==> src/hw/rtl/epws_pkg.sv <==
// Shared types and constants of the EEPROM page write sequencer.
`default_nettype none
package epws_pkg;

	// item kinds carried in tuser
	localparam logic [1:0] K_START = 2'd0;
	localparam logic [1:0] K_DATA  = 2'd1;
	localparam logic [1:0] K_POLL  = 2'd2;
	localparam logic [1:0] K_NOP   = 2'd3;

	// register indexes on the configuration port
	localparam logic REG_WAIT_TICKS  = 1'b0;
	localparam logic REG_RETRY_LIMIT = 1'b1;

	localparam logic [7:0] WAIT_TICKS_RST  = 8'd5;
	localparam logic [3:0] RETRY_LIMIT_RST = 4'd3;

	typedef enum logic [1:0] {
		M_IDLE = 2'd0,
		M_LOAD = 2'd1,
		M_SEND = 2'd2,
		M_WAIT = 2'd3
	} mode_t;

	typedef enum logic [2:0] {
		E_IDLE,
		E_DIV,
		E_REM,
		E_READ,
		E_STAT
	} eng_t;

	typedef struct packed {
		logic [7:0] wait_ticks;
		logic [3:0] retry_limit;
	} cfg_t;

	typedef struct packed {
		logic        has_byte;
		logic [7:0]  out_byte;
		logic [15:0] byte_address;
		logic        last;
		logic        busy_res;
		logic        error;
	} res_t;

endpackage
`default_nettype wire

==> src/hw/rtl/epws_ram.sv <==
// Generic single-write, single-read RAM with registered read data.
`default_nettype none
module epws_ram #(
	parameter int unsigned WIDTH = 8,
	parameter int unsigned DEPTH = 64,
	parameter int unsigned AW    = (DEPTH > 1) ? $clog2(DEPTH) : 1
) (
	input  wire logic             clk,
	input  wire logic             we,
	input  wire logic [AW-1:0]    waddr,
	input  wire logic [WIDTH-1:0] wdata,
	input  wire logic             re,
	input  wire logic [AW-1:0]    raddr,
	output logic      [WIDTH-1:0] rdata
);

	logic [WIDTH-1:0] mem [DEPTH];

	always_ff @(posedge clk) begin
		if (we) begin
			mem[waddr] <= wdata;
		end
		if (re) begin
			rdata <= mem[raddr];
		end
	end

endmodule
`default_nettype wire

==> src/hw/rtl/epws_pgoff.sv <==
// Offset of a 16-bit address within its page, by reciprocal multiplication with a registered quotient.
`default_nettype none
module epws_pgoff #(
	parameter int unsigned PAGE_BYTES = 8,
	parameter int unsigned OFF_W      = (PAGE_BYTES > 1) ? $clog2(PAGE_BYTES) : 1
) (
	input  wire logic              clk,
	input  wire logic              en,
	input  wire logic [15:0]       addr,
	output logic      [OFF_W-1:0]  off
);

	localparam int unsigned SH = 24;
	localparam logic [40:0] RECIP = 41'((64'd1 << SH) / PAGE_BYTES);

	logic [40:0] prod;
	logic [15:0] quot_s1;
	logic [22:0] qp;
	logic [22:0] rem_raw;
	logic [7:0]  rem;
	logic [7:0]  rem_c;

	// quotient may come out one low; the remainder then needs one correction
	assign prod = {25'd0, addr} * RECIP;

	always_ff @(posedge clk) begin
		if (en) begin
			quot_s1 <= prod[39:24];
		end
	end

	assign qp      = {7'd0, quot_s1} * 23'(PAGE_BYTES);
	assign rem_raw = {7'd0, addr} - qp;
	assign rem     = rem_raw[7:0];
	assign rem_c   = (rem >= 8'(PAGE_BYTES)) ? (rem - 8'(PAGE_BYTES)) : rem;
	assign off     = rem_c[OFF_W-1:0];

endmodule
`default_nettype wire

==> src/hw/rtl/epws_seq.sv <==
// Write sequencer: scalar state, buffer memory, read pipeline and output register.
`default_nettype none
module epws_seq #(
	parameter int unsigned BUF_BYTES  = 64,
	parameter int unsigned PAGE_BYTES = 8
) (
	input  wire logic            clk,
	input  wire logic            arst_n,
	input  wire logic            s_valid,
	output logic                 s_ready,
	input  wire logic [1:0]      kind,
	input  wire logic [15:0]     start_address,
	input  wire logic [15:0]     length,
	input  wire logic [7:0]      data_byte,
	input  wire logic [31:0]     tick,
	input  wire logic            bus_ok,
	input  wire epws_pkg::cfg_t  cfg,
	output logic                 m_valid,
	input  wire logic            m_ready,
	output epws_pkg::res_t       res
);
	import epws_pkg::*;

	localparam int unsigned LEN_W   = $clog2(BUF_BYTES + 1);
	localparam int unsigned IDX_W   = (BUF_BYTES > 1) ? $clog2(BUF_BYTES) : 1;
	localparam int unsigned CHUNK_W = $clog2(PAGE_BYTES + 1);
	localparam int unsigned OFF_W   = (PAGE_BYTES > 1) ? $clog2(PAGE_BYTES) : 1;
	localparam int unsigned SUM_W   = (LEN_W > CHUNK_W) ? LEN_W : CHUNK_W;

	eng_t eng_q, eng_d;
	mode_t mode_q;

	logic [15:0]        cur_addr_q;
	logic [LEN_W-1:0]   bytes_left_q;
	logic [LEN_W-1:0]   load_ptr_q;
	logic [LEN_W-1:0]   rd_base_q;
	logic [LEN_W-1:0]   rd_start_q;
	logic [31:0]        wait_start_q;
	logic [3:0]         retries_q;
	logic               error_q;
	logic [31:0]        tick_q;
	logic               bus_ok_q;
	logic [CHUNK_W-1:0] chunk_q;
	logic [CHUNK_W-1:0] rd_cnt_q;
	logic [15:0]        send_addr_q;

	logic               rd_vld_s1;
	logic [15:0]        addr_s1;
	logic               last_s1;
	logic               busy_s1;
	logic               err_s1;
	logic [7:0]         rdata;

	logic               m_valid_q;
	res_t               out_q;

	logic               s_accept;
	logic               send_ok;
	logic               data_ok;
	logic               wait_done;
	logic [31:0]        elapsed;
	logic [LEN_W-1:0]   len_c;
	logic [LEN_W-1:0]   lp_inc;
	logic [OFF_W-1:0]   pg_off;
	logic [CHUNK_W-1:0] room;
	logic [CHUNK_W-1:0] chunk;
	logic [SUM_W-1:0]   rd_sum;
	logic               cnt_last;
	logic               out_free;
	logic               out_take_s1;
	logic               mem_we;
	logic               rd_issue;
	logic               stat_load;

	assign s_accept  = s_valid && s_ready;
	assign send_ok   = (mode_q == M_SEND) && (bytes_left_q != '0);
	assign data_ok   = (mode_q == M_LOAD) && (load_ptr_q < bytes_left_q);
	assign lp_inc    = load_ptr_q + LEN_W'(1);
	assign elapsed   = tick - wait_start_q;
	assign wait_done = elapsed >= {24'd0, cfg.wait_ticks};
	assign len_c     = (length > 16'(BUF_BYTES)) ? LEN_W'(BUF_BYTES) : LEN_W'(length);

	assign room  = CHUNK_W'(PAGE_BYTES) - CHUNK_W'(pg_off);
	assign chunk = (SUM_W'(bytes_left_q) < SUM_W'(room)) ? CHUNK_W'(bytes_left_q) : room;

	assign rd_sum   = SUM_W'(rd_start_q) + SUM_W'(rd_cnt_q);
	assign cnt_last = (rd_cnt_q + CHUNK_W'(1)) == chunk_q;

	assign out_free    = !m_valid_q || m_ready;
	assign out_take_s1 = rd_vld_s1 && out_free;

	epws_pgoff #(
		.PAGE_BYTES (PAGE_BYTES)
	) u_pgoff (
		.clk  (clk),
		.en   (eng_q == E_DIV),
		.addr (cur_addr_q),
		.off  (pg_off)
	);

	epws_ram #(
		.WIDTH (8),
		.DEPTH (BUF_BYTES)
	) u_buf (
		.clk   (clk),
		.we    (mem_we),
		.waddr (load_ptr_q[IDX_W-1:0]),
		.wdata (data_byte),
		.re    (rd_issue),
		.raddr (rd_sum[IDX_W-1:0]),
		.rdata (rdata)
	);

	always_comb begin
		eng_d = eng_q;
		unique case (eng_q)
			E_IDLE: begin
				if (s_valid) begin
					eng_d = (kind == K_POLL && send_ok) ? E_DIV : E_STAT;
				end
			end
			E_DIV:  eng_d = E_REM;
			E_REM:  eng_d = E_READ;
			E_READ: begin
				if (rd_issue && cnt_last) begin
					eng_d = E_IDLE;
				end
			end
			E_STAT: begin
				if (stat_load) begin
					eng_d = E_IDLE;
				end
			end
			default: eng_d = E_IDLE;
		endcase
	end

	always_comb begin
		s_ready   = 1'b0;
		mem_we    = 1'b0;
		rd_issue  = 1'b0;
		stat_load = 1'b0;
		unique case (eng_q)
			E_IDLE: begin
				s_ready = 1'b1;
				mem_we  = s_valid && (kind == K_DATA) && data_ok;
			end
			E_READ: rd_issue  = !rd_vld_s1 || out_take_s1;
			E_STAT: stat_load = !rd_vld_s1 && out_free;
			default: begin
			end
		endcase
	end

	always_ff @(posedge clk or negedge arst_n) begin
		if (!arst_n) begin
			eng_q <= E_IDLE;
		end else begin
			eng_q <= eng_d;
		end
	end

	// scalar write state
	always_ff @(posedge clk or negedge arst_n) begin
		if (!arst_n) begin
			mode_q       <= M_IDLE;
			cur_addr_q   <= '0;
			bytes_left_q <= '0;
			load_ptr_q   <= '0;
			rd_base_q    <= '0;
			wait_start_q <= '0;
			retries_q    <= '0;
			error_q      <= 1'b0;
		end else if (eng_q == E_IDLE && s_accept) begin
			unique case (kind)
				K_START: begin
					cur_addr_q   <= start_address;
					bytes_left_q <= len_c;
					load_ptr_q   <= '0;
					rd_base_q    <= '0;
					wait_start_q <= '0;
					retries_q    <= '0;
					error_q      <= 1'b0;
					mode_q       <= (len_c == '0) ? M_IDLE : M_LOAD;
				end
				K_DATA: begin
					if (data_ok) begin
						load_ptr_q <= lp_inc;
						if (lp_inc >= bytes_left_q) begin
							mode_q <= M_SEND;
						end
					end
				end
				K_POLL: begin
					if (mode_q == M_WAIT) begin
						if (wait_done) begin
							mode_q <= (bytes_left_q != '0) ? M_SEND : M_IDLE;
						end
					end else if (mode_q == M_SEND && !send_ok) begin
						mode_q <= M_IDLE;
					end
				end
				K_NOP: begin
				end
				default: begin
				end
			endcase
		end else if (eng_q == E_REM) begin
			if (bus_ok_q) begin
				cur_addr_q   <= cur_addr_q + 16'(chunk);
				bytes_left_q <= bytes_left_q - LEN_W'(chunk);
				rd_base_q    <= rd_base_q + LEN_W'(chunk);
				retries_q    <= '0;
				wait_start_q <= tick_q;
				mode_q       <= M_WAIT;
			end else if (retries_q < cfg.retry_limit) begin
				retries_q <= retries_q + 4'd1;
			end else begin
				error_q      <= 1'b1;
				mode_q       <= M_IDLE;
				bytes_left_q <= '0;
			end
		end
	end

	// poll operands and chunk bookkeeping
	always_ff @(posedge clk) begin
		if (s_accept) begin
			tick_q   <= tick;
			bus_ok_q <= bus_ok;
		end
		if (eng_q == E_REM) begin
			chunk_q     <= chunk;
			send_addr_q <= cur_addr_q;
			rd_start_q  <= rd_base_q;
		end
	end

	always_ff @(posedge clk or negedge arst_n) begin
		if (!arst_n) begin
			rd_cnt_q <= '0;
		end else if (eng_q == E_REM) begin
			rd_cnt_q <= '0;
		end else if (rd_issue) begin
			rd_cnt_q <= rd_cnt_q + CHUNK_W'(1);
		end
	end

	// read stage: memory data with its word attributes
	always_ff @(posedge clk or negedge arst_n) begin
		if (!arst_n) begin
			rd_vld_s1 <= 1'b0;
		end else if (rd_issue) begin
			rd_vld_s1 <= 1'b1;
		end else if (out_take_s1) begin
			rd_vld_s1 <= 1'b0;
		end
	end

	always_ff @(posedge clk) begin
		if (rd_issue) begin
			addr_s1 <= send_addr_q + 16'(rd_cnt_q);
			last_s1 <= cnt_last;
			busy_s1 <= mode_q != M_IDLE;
			err_s1  <= error_q;
		end
	end

	// output register
	always_ff @(posedge clk or negedge arst_n) begin
		if (!arst_n) begin
			m_valid_q <= 1'b0;
		end else if (out_take_s1 || stat_load) begin
			m_valid_q <= 1'b1;
		end else if (m_ready) begin
			m_valid_q <= 1'b0;
		end
	end

	always_ff @(posedge clk) begin
		if (out_take_s1) begin
			out_q.has_byte     <= 1'b1;
			out_q.out_byte     <= rdata;
			out_q.byte_address <= addr_s1;
			out_q.last         <= last_s1;
			out_q.busy_res     <= busy_s1;
			out_q.error        <= err_s1;
		end else if (stat_load) begin
			out_q.has_byte     <= 1'b0;
			out_q.out_byte     <= '0;
			out_q.byte_address <= '0;
			out_q.last         <= 1'b1;
			out_q.busy_res     <= mode_q != M_IDLE;
			out_q.error        <= error_q;
		end
	end

	assign m_valid = m_valid_q;
	assign res     = out_q;

endmodule
`default_nettype wire

==> src/hw/rtl/eeprom_page_write_sequencer_core.sv <==
// Top level of the EEPROM page write sequencer: stream ports, register port, sequencer.
//
//  channel   | direction | contents
//  s_*       | in        | start, buffer byte or poll word
//  m_*       | out       | byte to write with its address, or a status word
//  APB       | in/out    | wait_ticks at 0x0, retry_limit at 0x4
//
// Start, data, no-op and non-sending poll words each give one status word.
// A sending poll is taken in E_IDLE, passes E_DIV and E_REM for the page offset and
// chunk size, then issues one buffer read per byte through the single read port.
// Reset clears the engine, mode, write state and valid flags; poll operands, chunk bookkeeping
// and buffer contents are undefined until loaded. A stalled m_tready holds the output register
// and the read stage; one more word is taken, then input waits.
`default_nettype none
module eeprom_page_write_sequencer_core #(
	parameter int unsigned BUF_BYTES  = 64,
	parameter int unsigned PAGE_BYTES = 8
) (
	input  wire logic        clk,
	input  wire logic        arst_n,
	input  wire logic        s_tvalid,
	output logic             s_tready,
	input  wire logic [79:0] s_tdata,  // start_address, length, data_byte, tick, bus_ok, zero pad
	input  wire logic [1:0]  s_tuser,  // kind
	output logic             m_tvalid,
	input  wire logic        m_tready,
	output logic [31:0]      m_tdata,  // out_byte, byte_address, busy_res, error, zero pad
	output logic             m_tuser,  // has_byte
	output logic             m_tlast,
	input  wire logic        psel,
	input  wire logic        penable,
	input  wire logic        pwrite,
	input  wire logic [2:0]  paddr,
	input  wire logic [31:0] pwdata,
	output logic [31:0]      prdata,
	output logic             pready
);
	import epws_pkg::*;

	cfg_t cfg_q;
	res_t res;
	logic cfg_wr;

	assign pready = 1'b1;
	assign cfg_wr = psel && penable && pwrite && pready;

	always_ff @(posedge clk or negedge arst_n) begin
		if (!arst_n) begin
			cfg_q.wait_ticks  <= WAIT_TICKS_RST;
			cfg_q.retry_limit <= RETRY_LIMIT_RST;
		end else if (cfg_wr) begin
			unique case (paddr[2])
				REG_WAIT_TICKS:  cfg_q.wait_ticks  <= pwdata[7:0];
				REG_RETRY_LIMIT: cfg_q.retry_limit <= pwdata[3:0];
				default: begin
				end
			endcase
		end
	end

	always_comb begin
		unique case (paddr[2])
			REG_WAIT_TICKS:  prdata = {24'd0, cfg_q.wait_ticks};
			REG_RETRY_LIMIT: prdata = {28'd0, cfg_q.retry_limit};
			default:         prdata = '0;
		endcase
	end

	epws_seq #(
		.BUF_BYTES  (BUF_BYTES),
		.PAGE_BYTES (PAGE_BYTES)
	) u_seq (
		.clk           (clk),
		.arst_n        (arst_n),
		.s_valid       (s_tvalid),
		.s_ready       (s_tready),
		.kind          (s_tuser),
		.start_address (s_tdata[15:0]),
		.length        (s_tdata[31:16]),
		.data_byte     (s_tdata[39:32]),
		.tick          (s_tdata[71:40]),
		.bus_ok        (s_tdata[72]),
		.cfg           (cfg_q),
		.m_valid       (m_tvalid),
		.m_ready       (m_tready),
		.res           (res)
	);

	assign m_tdata = {6'd0, res.error, res.busy_res, res.byte_address, res.out_byte};
	assign m_tuser = res.has_byte;
	assign m_tlast = res.last;

	a_status_last: assert property (@(posedge clk) disable iff (!arst_n)
		(m_tvalid && !m_tuser) |-> m_tlast)
		else $error("status word without last");

	a_byte_active: assert property (@(posedge clk) disable iff (!arst_n)
		(m_tvalid && m_tuser) |-> (m_tdata[24] || m_tdata[25]))
		else $error("byte word while neither busy nor in error");

	a_error_idle: assert property (@(posedge clk) disable iff (!arst_n)
		(m_tvalid && m_tdata[25]) |-> !m_tdata[24])
		else $error("error flagged while still busy");

	a_out_hold: assert property (@(posedge clk) disable iff (!arst_n)
		(m_tvalid && !m_tready) |=> (m_tvalid && $stable(m_tdata) && $stable(m_tuser)
			&& $stable(m_tlast)))
		else $error("output word changed while stalled");

endmodule
`default_nettype wire

==> config.mk <==
export PLATFORM = sky130hd
export DESIGN_NAME = eeprom_page_write_sequencer_core
export DESIGN_NICKNAME = d
export VERILOG_FILES = /design/src/hw/rtl/epws_pkg.sv /design/src/hw/rtl/epws_ram.sv /design/src/hw/rtl/epws_pgoff.sv /design/src/hw/rtl/epws_seq.sv /design/src/hw/rtl/eeprom_page_write_sequencer_core.sv
export SDC_FILE = /design/constraint.sdc
export NUM_CORES = 1
export LEC_CHECK = 0
export ABC_CLOCK_PERIOD_IN_PS = 7400
export BUFFER_PORTS_ARGS = -buffer_cell sky130_fd_sc_hd__buf_2
export CAP_MARGIN = 20
export CORE_AREA = 2 2 271 273
export CTS_CLUSTER_DIAMETER = 120
export DETAILED_ROUTE_END_ITERATION = 6
export DIE_AREA = 0 0 273 275
export SETUP_SLACK_MARGIN = 0.2
export SLEW_MARGIN = 20
export SYNTH_ARGS = -nofsm -noshare
export SYNTH_HDL_FRONTEND = slang
export SYNTH_HIERARCHICAL = 1
export SYNTH_SLANG_ARGS = --single-unit
export TNS_END_PERCENT = 50
==> constraint.sdc <==
create_clock -name clk -period 7.4 [get_ports clk]
set_input_delay 1.48 -clock clk [delete_from_list [all_inputs] [get_ports clk]]
set_output_delay 1.48 -clock clk [all_outputs]
set_load 0.02 [all_outputs]
## Word-level counts from Yosys, hierarchy flattened

Memories as Yosys holds them, arrays and structs flattened. A register that Yosys moved wholly into a read port is not among the register bits.
Cells that the tools add are included.

- Bits in registers: 208
- Input bits: 124
- Logic and storage cells: 179
- Output and inout port bits: 69
- Memories kept: 1
- Memory bits (writable): 512

Memory list:

| name | depth | bits a word | read ports | clocked after memory_dff | wr ports | RTL line | source |
|---|---|---|---|---|---|---|---|
| u_seq.u_buf.mem | 64 | 8 | 1 | 1 | 1 | epws_ram.sv:17 | `logic [WIDTH-1:0] mem [DEPTH];` |

- Add/subtract/negate cells: 12
- Multiplexer cells: 64
- Bitwise operators: 1
- Reduce and logical (&&, ||, !) cells: 41
- Equal/unequal tests: 23
- Order comparisons: 7

Operators with widths:

| kind | count |
|---|---|
| $mux 32 | 4 |
| $mux 7 | 11 |
| $mux 16 | 4 |
| $pmux 32 s2 | 1 |
| $mux 27 | 2 |
| $add 16x4->16 | 2 |
| $ge 32x8->1 | 1 |
| $mux 4 | 8 |
| $sub 32x32->32 | 1 |
| $mux 2 | 10 |
| $gt 16x7->1 const B | 1 |
| $mux 1 | 16 |
| $reduce_bool 2->1 | 8 |
| $mux 3 | 5 |
| $pmux 3 s5 | 1 |
| $reduce_and 3->1 | 5 |
| $pmux 7 s2 | 1 |
| $logic_and 1x1->1 | 13 |
| $add 4x1->4 const B | 2 |
| $ge 8x4->1 const B | 1 |
| $ne 2x1->1 const B | 4 |
| $sub 8x8->8 | 1 |
| $add 7x1->7 const B | 1 |
| $add 7x4->7 | 1 |
| 33 further kinds | 44 |

## Depth between registers and ports, before layout

- Depth after elaboration: 10
- Depth in mapped cells: 22
- Gate-level depth less buffers: 21

## Hierarchy

The synthesis kept the hierarchy.

Modules (own cells, without submodules):

| module | seq. area each (µm²) | area each (µm²) | cells each | times used |
|---|---|---|---|---|
| epws_ram | 15615.0 | 20246.9 | 940 | 1 |
| epws_seq | 5275.1 | 11120.7 | 1120 | 1 |
| eeprom_page_write_sequencer_core | 305.3 | 802.0 | 68 | 1 |
| epws_pgoff | 0.0 | 22.5 | 3 | 1 |

## Worst setup path after synthesis

No wires, ideal clock.

- Path type: input port to flip-flop
- Start: in s_tdata[40]
- End: reg u_seq.mode_q[1]
- Stages on the path: 17
- Data arrival time: 4542 ps
- Buffers on the path: 0
- Path slack: 2776 ps
- Required time: 7318 ps
- Setup time: 82 ps
- Cells stage by stage: inv_1 > ha_1 > fa_1 > nor2b_1 > o211ai_2 > a21oi_1 > a21oi_1 > ha_1 > a2111oi_2 > nand4_1 > nor4_1 > o2111ai_1 > nor4_1 > nand4_1 > nor4_1 > o2111ai_1 > a31oi_1

- Cells in the longest elaborated chain, start to end: 4

RTL lines:

| item | RTL line | source |
|---|---|---|
| from (decl) | eeprom_page_write_sequencer_core.sv:23 | `input wire logic [79:0] s_tdata,` |
| $sub 32x32->32 | epws_seq.sv:79 | `assign elapsed = tick - wait_start_q;` |
| $ge 32x8->1 | epws_seq.sv:80 | `assign wait_done = elapsed >= {24'd0, cfg.wait_ticks};` |
| $ne 4x3->1 (no line) | - |  |
| $reduce_and 7->1 (no line) | - |  |
| to (signal assigned) | epws_seq.sv:184 | `mode_q <= (len_c == '0) ? M_IDLE : M_LOAD;` |
| to (signal assigned) | epws_seq.sv:197 | `mode_q <= (bytes_left_q != '0) ? M_SEND : M_IDLE;` |
| to (decl) | epws_seq.sv:31 | `mode_t mode_q;` |

Every way passes these cells.
A chain may end at the register's enable or synchronous reset.

## Final worst setup path

Ends and elaborated chain as after synthesis.

==> impl_metrics.tcl <==
set metrics [dict create \
    post_cts.resized_instances 0 \
    report.final.slew_viol_count 0 \
    slew_headroom_pct 35.0 \
    diodes 0 \
    max_freq_ghz 0.200 \
    max_cap_viol_count 0 \
    routabilityCongestion 0.871 \
    grt_setup_unrepaired "no" \
    timing.critical_path.from "s_tdata[40]" \
    critical_path.endpoint "u_seq/mode_q[1]$_DFFE_PN0P_" \
    cts.repair_timing.setup_buffer_count 0 \
    cts.sinks 722 \
    clock_tree.root_cell "clkbuf_16" \
    cell_area_after_placement_sq_um 33600 \
    start_util_pct 44.5 \
    drc_marker_count_from_the_first_detailed_route_iteration 1501 \
    worstPathMaxFanout 4 \
    worst_setup_hold_path_clk_slew_ns 0.05 \
    crit-reg2reg-launch "u_seq/load_ptr_q[1]$_DFFE_PN0P_" \
    path_class "in -> reg" \
    clock_skew_after_layout_ns 0.0233 \
    grt_start_max_net_pins 79 \
    cts_hold_repair.buffers 0 \
    fillCellCount 6095 \
    cts_htree_levels 3 \
    post_synth_instance_area_sq_um 32200 \
    die_height_um 275 \
    worst_path_max_delay_cell "a2111oi_2" \
    num_vias 18342 \
    hpwl_after_detailed_placement_um 46600 \
    crit_arrival_ns 5.57 \
    crit_path_end_kind "flop" \
    cp_cell_sequence "buf_2 -> inv_1 -> ha_1 -> fa_1 -> nor2b_1 -> o211ai_2 -> a21oi_1 -> a21oi_1 -> ha_1 -> a2111oi_2 -> nand4_1 -> nor4_1 -> o2111ai_1 -> nor4_1 -> nand4_1 -> nor4_1 -> o2111ai_1 -> a31oi_1" \
    num-nets-final 2482 \
    first_global_vias 18739 \
    worstSetupStartpointType "input port" \
    synth.avg_cell_area_sq_um 15.1 \
    timing.final.crit_period_ns 5.00 \
    avgViaCountPerCell 5.58 \
    worst_r2r_endpoint "u_seq/u_buf/mem[22][5]$_DFFE_PP_" \
    critical-path-top-cell-by-count "nor4_1" \
    timing.reg2reg.worst_path_depth 12 \
    area_of_the_multi_input_gates_sq_um 10100 \
    drive_above_1_share_pct 19.5 \
    finish.instance_area_sq_um 36200 \
    power.density_cell_area_nw_per_um2 413 \
    critical_path_required_ns 7.96 \
    seqCellArea_sq_um 21200 \
    setup_violations 0 \
    clock_insertion_delay_at_the_later_pin_of_the_skew_report_ns 0.64 \
    antenna_found_initial 4 \
    cts-buffers-inserted 79 \
    globalRoute.totalOverflow 0 \
    core_sq_um 72300 \
    max_slew.worst_pin.slew_ns 0.972 \
    syn2layout_area_growth_pct 12.6 \
    hold_path.class "reg -> reg" \
    finalSetupTns_ns 0 \
    p_leak_nw 12.8 \
    final_util_pct 50.1 \
    final_non_filler_cell_total 3289 \
    pin_count 193 \
    drt-wirelength-per-cell_um 22.0 \
    io_buffers 128 \
    drtPass1Iterations 5 \
    cpPeakStageDelay_ns 0.43 \
    ctsLongestPathBuffers 3 \
    drcViolationCount 0 \
    hold_depth 2 \
    ff2ff_setup_slack_ns 2.84 \
    synth_cells 2130 \
    wl_um 72500 \
    wire_length_of_the_first_global_routing_pass_um 112000 \
    final_number_of_hold_violating_endpoints 0 \
    cts_tree "built" \
    vdd.ir_drop.worst_mv 0.288 \
    grt_util_all_layers_pct 19.6 \
    dieWidth_um 273 \
    min_period_over_period_pct 67.6 \
    core.rowCount 99 \
    yosys_warnings 6 \
    ant_nets 0 \
    place.detailed.instances 3144 \
    run_status "finished, final reports clean" \
    die-area_sq_um 75100 \
]
## power breakdown
group / total [W] / switching [W] / internal, W
logic: 0.00601 / 0.00347 / 0.00253
registers: 0.00505 / 0.000193 / 0.00486
clock network: 0.00389 / 0.00162 / 0.00227
## flip-flops by register name, indices dropped and copies added, names as in the netlist, 3 cells and up
| register | flops |
|---|---|
| cfg_q | 12 |
| u_seq/addr_s1 | 16 |
| u_seq/bytes_left_q | 7 |
| u_seq/chunk_q | 4 |
| u_seq/cur_addr_q | 16 |
| u_seq/eng_q | 3 |
| u_seq/load_ptr_q | 7 |
| u_seq/rd_base_q | 6 |
| u_seq/rd_cnt_q | 4 |
| u_seq/rd_start_q | 6 |
| u_seq/res | 28 |
| u_seq/retries_q | 4 |
| u_seq/send_addr_q | 16 |
| u_seq/tick_q | 32 |
| u_seq/u_buf/mem | 512 |
| u_seq/u_buf/rdata | 8 |
| u_seq/wait_start_q | 32 |
## per-layer routing
| layer | up-vias | global-route usage (%) | share of wire (%) |
|---|---|---|---|
| li1 | 8434 | - | - |
| met1 | 9320 | 25.3 | 41 |
| met2 | 472 | 34.2 | 52 |
| met3 | 108 | 3.20 | 5.0 |
| met4 | 8 | 5.72 | 2.4 |
| met5 | - | 0 | 0.079 |
## area by class of cell
class | count | area share (%)
multi-input cells | 1226 | 27.8
inverters | 83 | 0.870
repair buffers | 154 | 2.36
flip-flops and latches | 722 | 58.5
clock buffers | 94 | 5.61
clock inverters | 51 | 1.50
well taps | 959 | 3.31
## how the worst min path moves through the flow
| stage | slack, ns | startpoint | to |
|---|---|---|---|
| floorplan | 0.44 | u_seq/tick_q[0]$_DFFE_PP_ | u_seq/wait_start_q[0]$_DFFE_PN0P_ |
| global placement | 0.45 | u_seq/tick_q[3]$_DFFE_PP_ | u_seq/wait_start_q[3]$_DFFE_PN0P_ |
| detailed placement | 0.46 | u_seq/tick_q[30]$_DFFE_PP_ | u_seq/wait_start_q[30]$_DFFE_PN0P_ |
| CTS | 0.47 | u_seq/tick_q[30]$_DFFE_PP_ | u_seq/wait_start_q[30]$_DFFE_PN0P_ |
| global route | 0.49 | u_seq/wait_start_q[0]$_DFFE_PN0P_ | u_seq/wait_start_q[0]$_DFFE_PN0P_ |
| finish | 0.47 | u_seq/tick_q[31]$_DFFE_PP_ | u_seq/wait_start_q[31]$_DFFE_PN0P_ |
## worst max-delay path: cells and delay by family
kind,cells,cell delay [ns]
AO/OA/AOI/OAI,7,1.74
AND/OR/NAND/NOR,6,1.37
adder cells (fa/ha/maj),3,0.86
buffers and inverters,2,0.13
## through the flow
stage	hold WS, ns	setup slack (ns)	total power, W
final	0.468	2.40	0.0149
after floorplan	0.442	2.78	0.00957
after global routing	0.494	2.18	0.0158
after global placement	0.448	1.81	0.0111
after detailed placement	0.459	1.75	0.0112
after CTS	0.472	2.42	0.0151
## cells in the final DEF (no fill, tap or decap), types with 7 or more instances in the layout
master	n
edfxtp_1	625
nor2_1	152
buf_2	126
mux4_2	126
nand2_1	114
dfrtp_1	92
a21oi_1	87
ha_1	85
inv_1	81
o21ai_0	81
clkbuf_16	79
nand3_1	68
mux2_2	32
nor2b_1	32
conb_1	31
xnor2_1	31
and2_1	29
buf_4	27
nand2b_1	27
nor3_1	26
mux2i_1	26
a21o_1	23
o21a_1	22
clkinv_1	21
xor2_1	19
nand4_1	18
o22ai_1	17
clkbuf_1	15
and3_1	14
clkinv_2	11
a31oi_1	11
a211oi_1	10
nor4_1	9
o221ai_1	9
bufinv_16	8
a221oi_1	8
o211ai_1	7
o2111ai_1	7
Power figures use the tool's default switching activity.
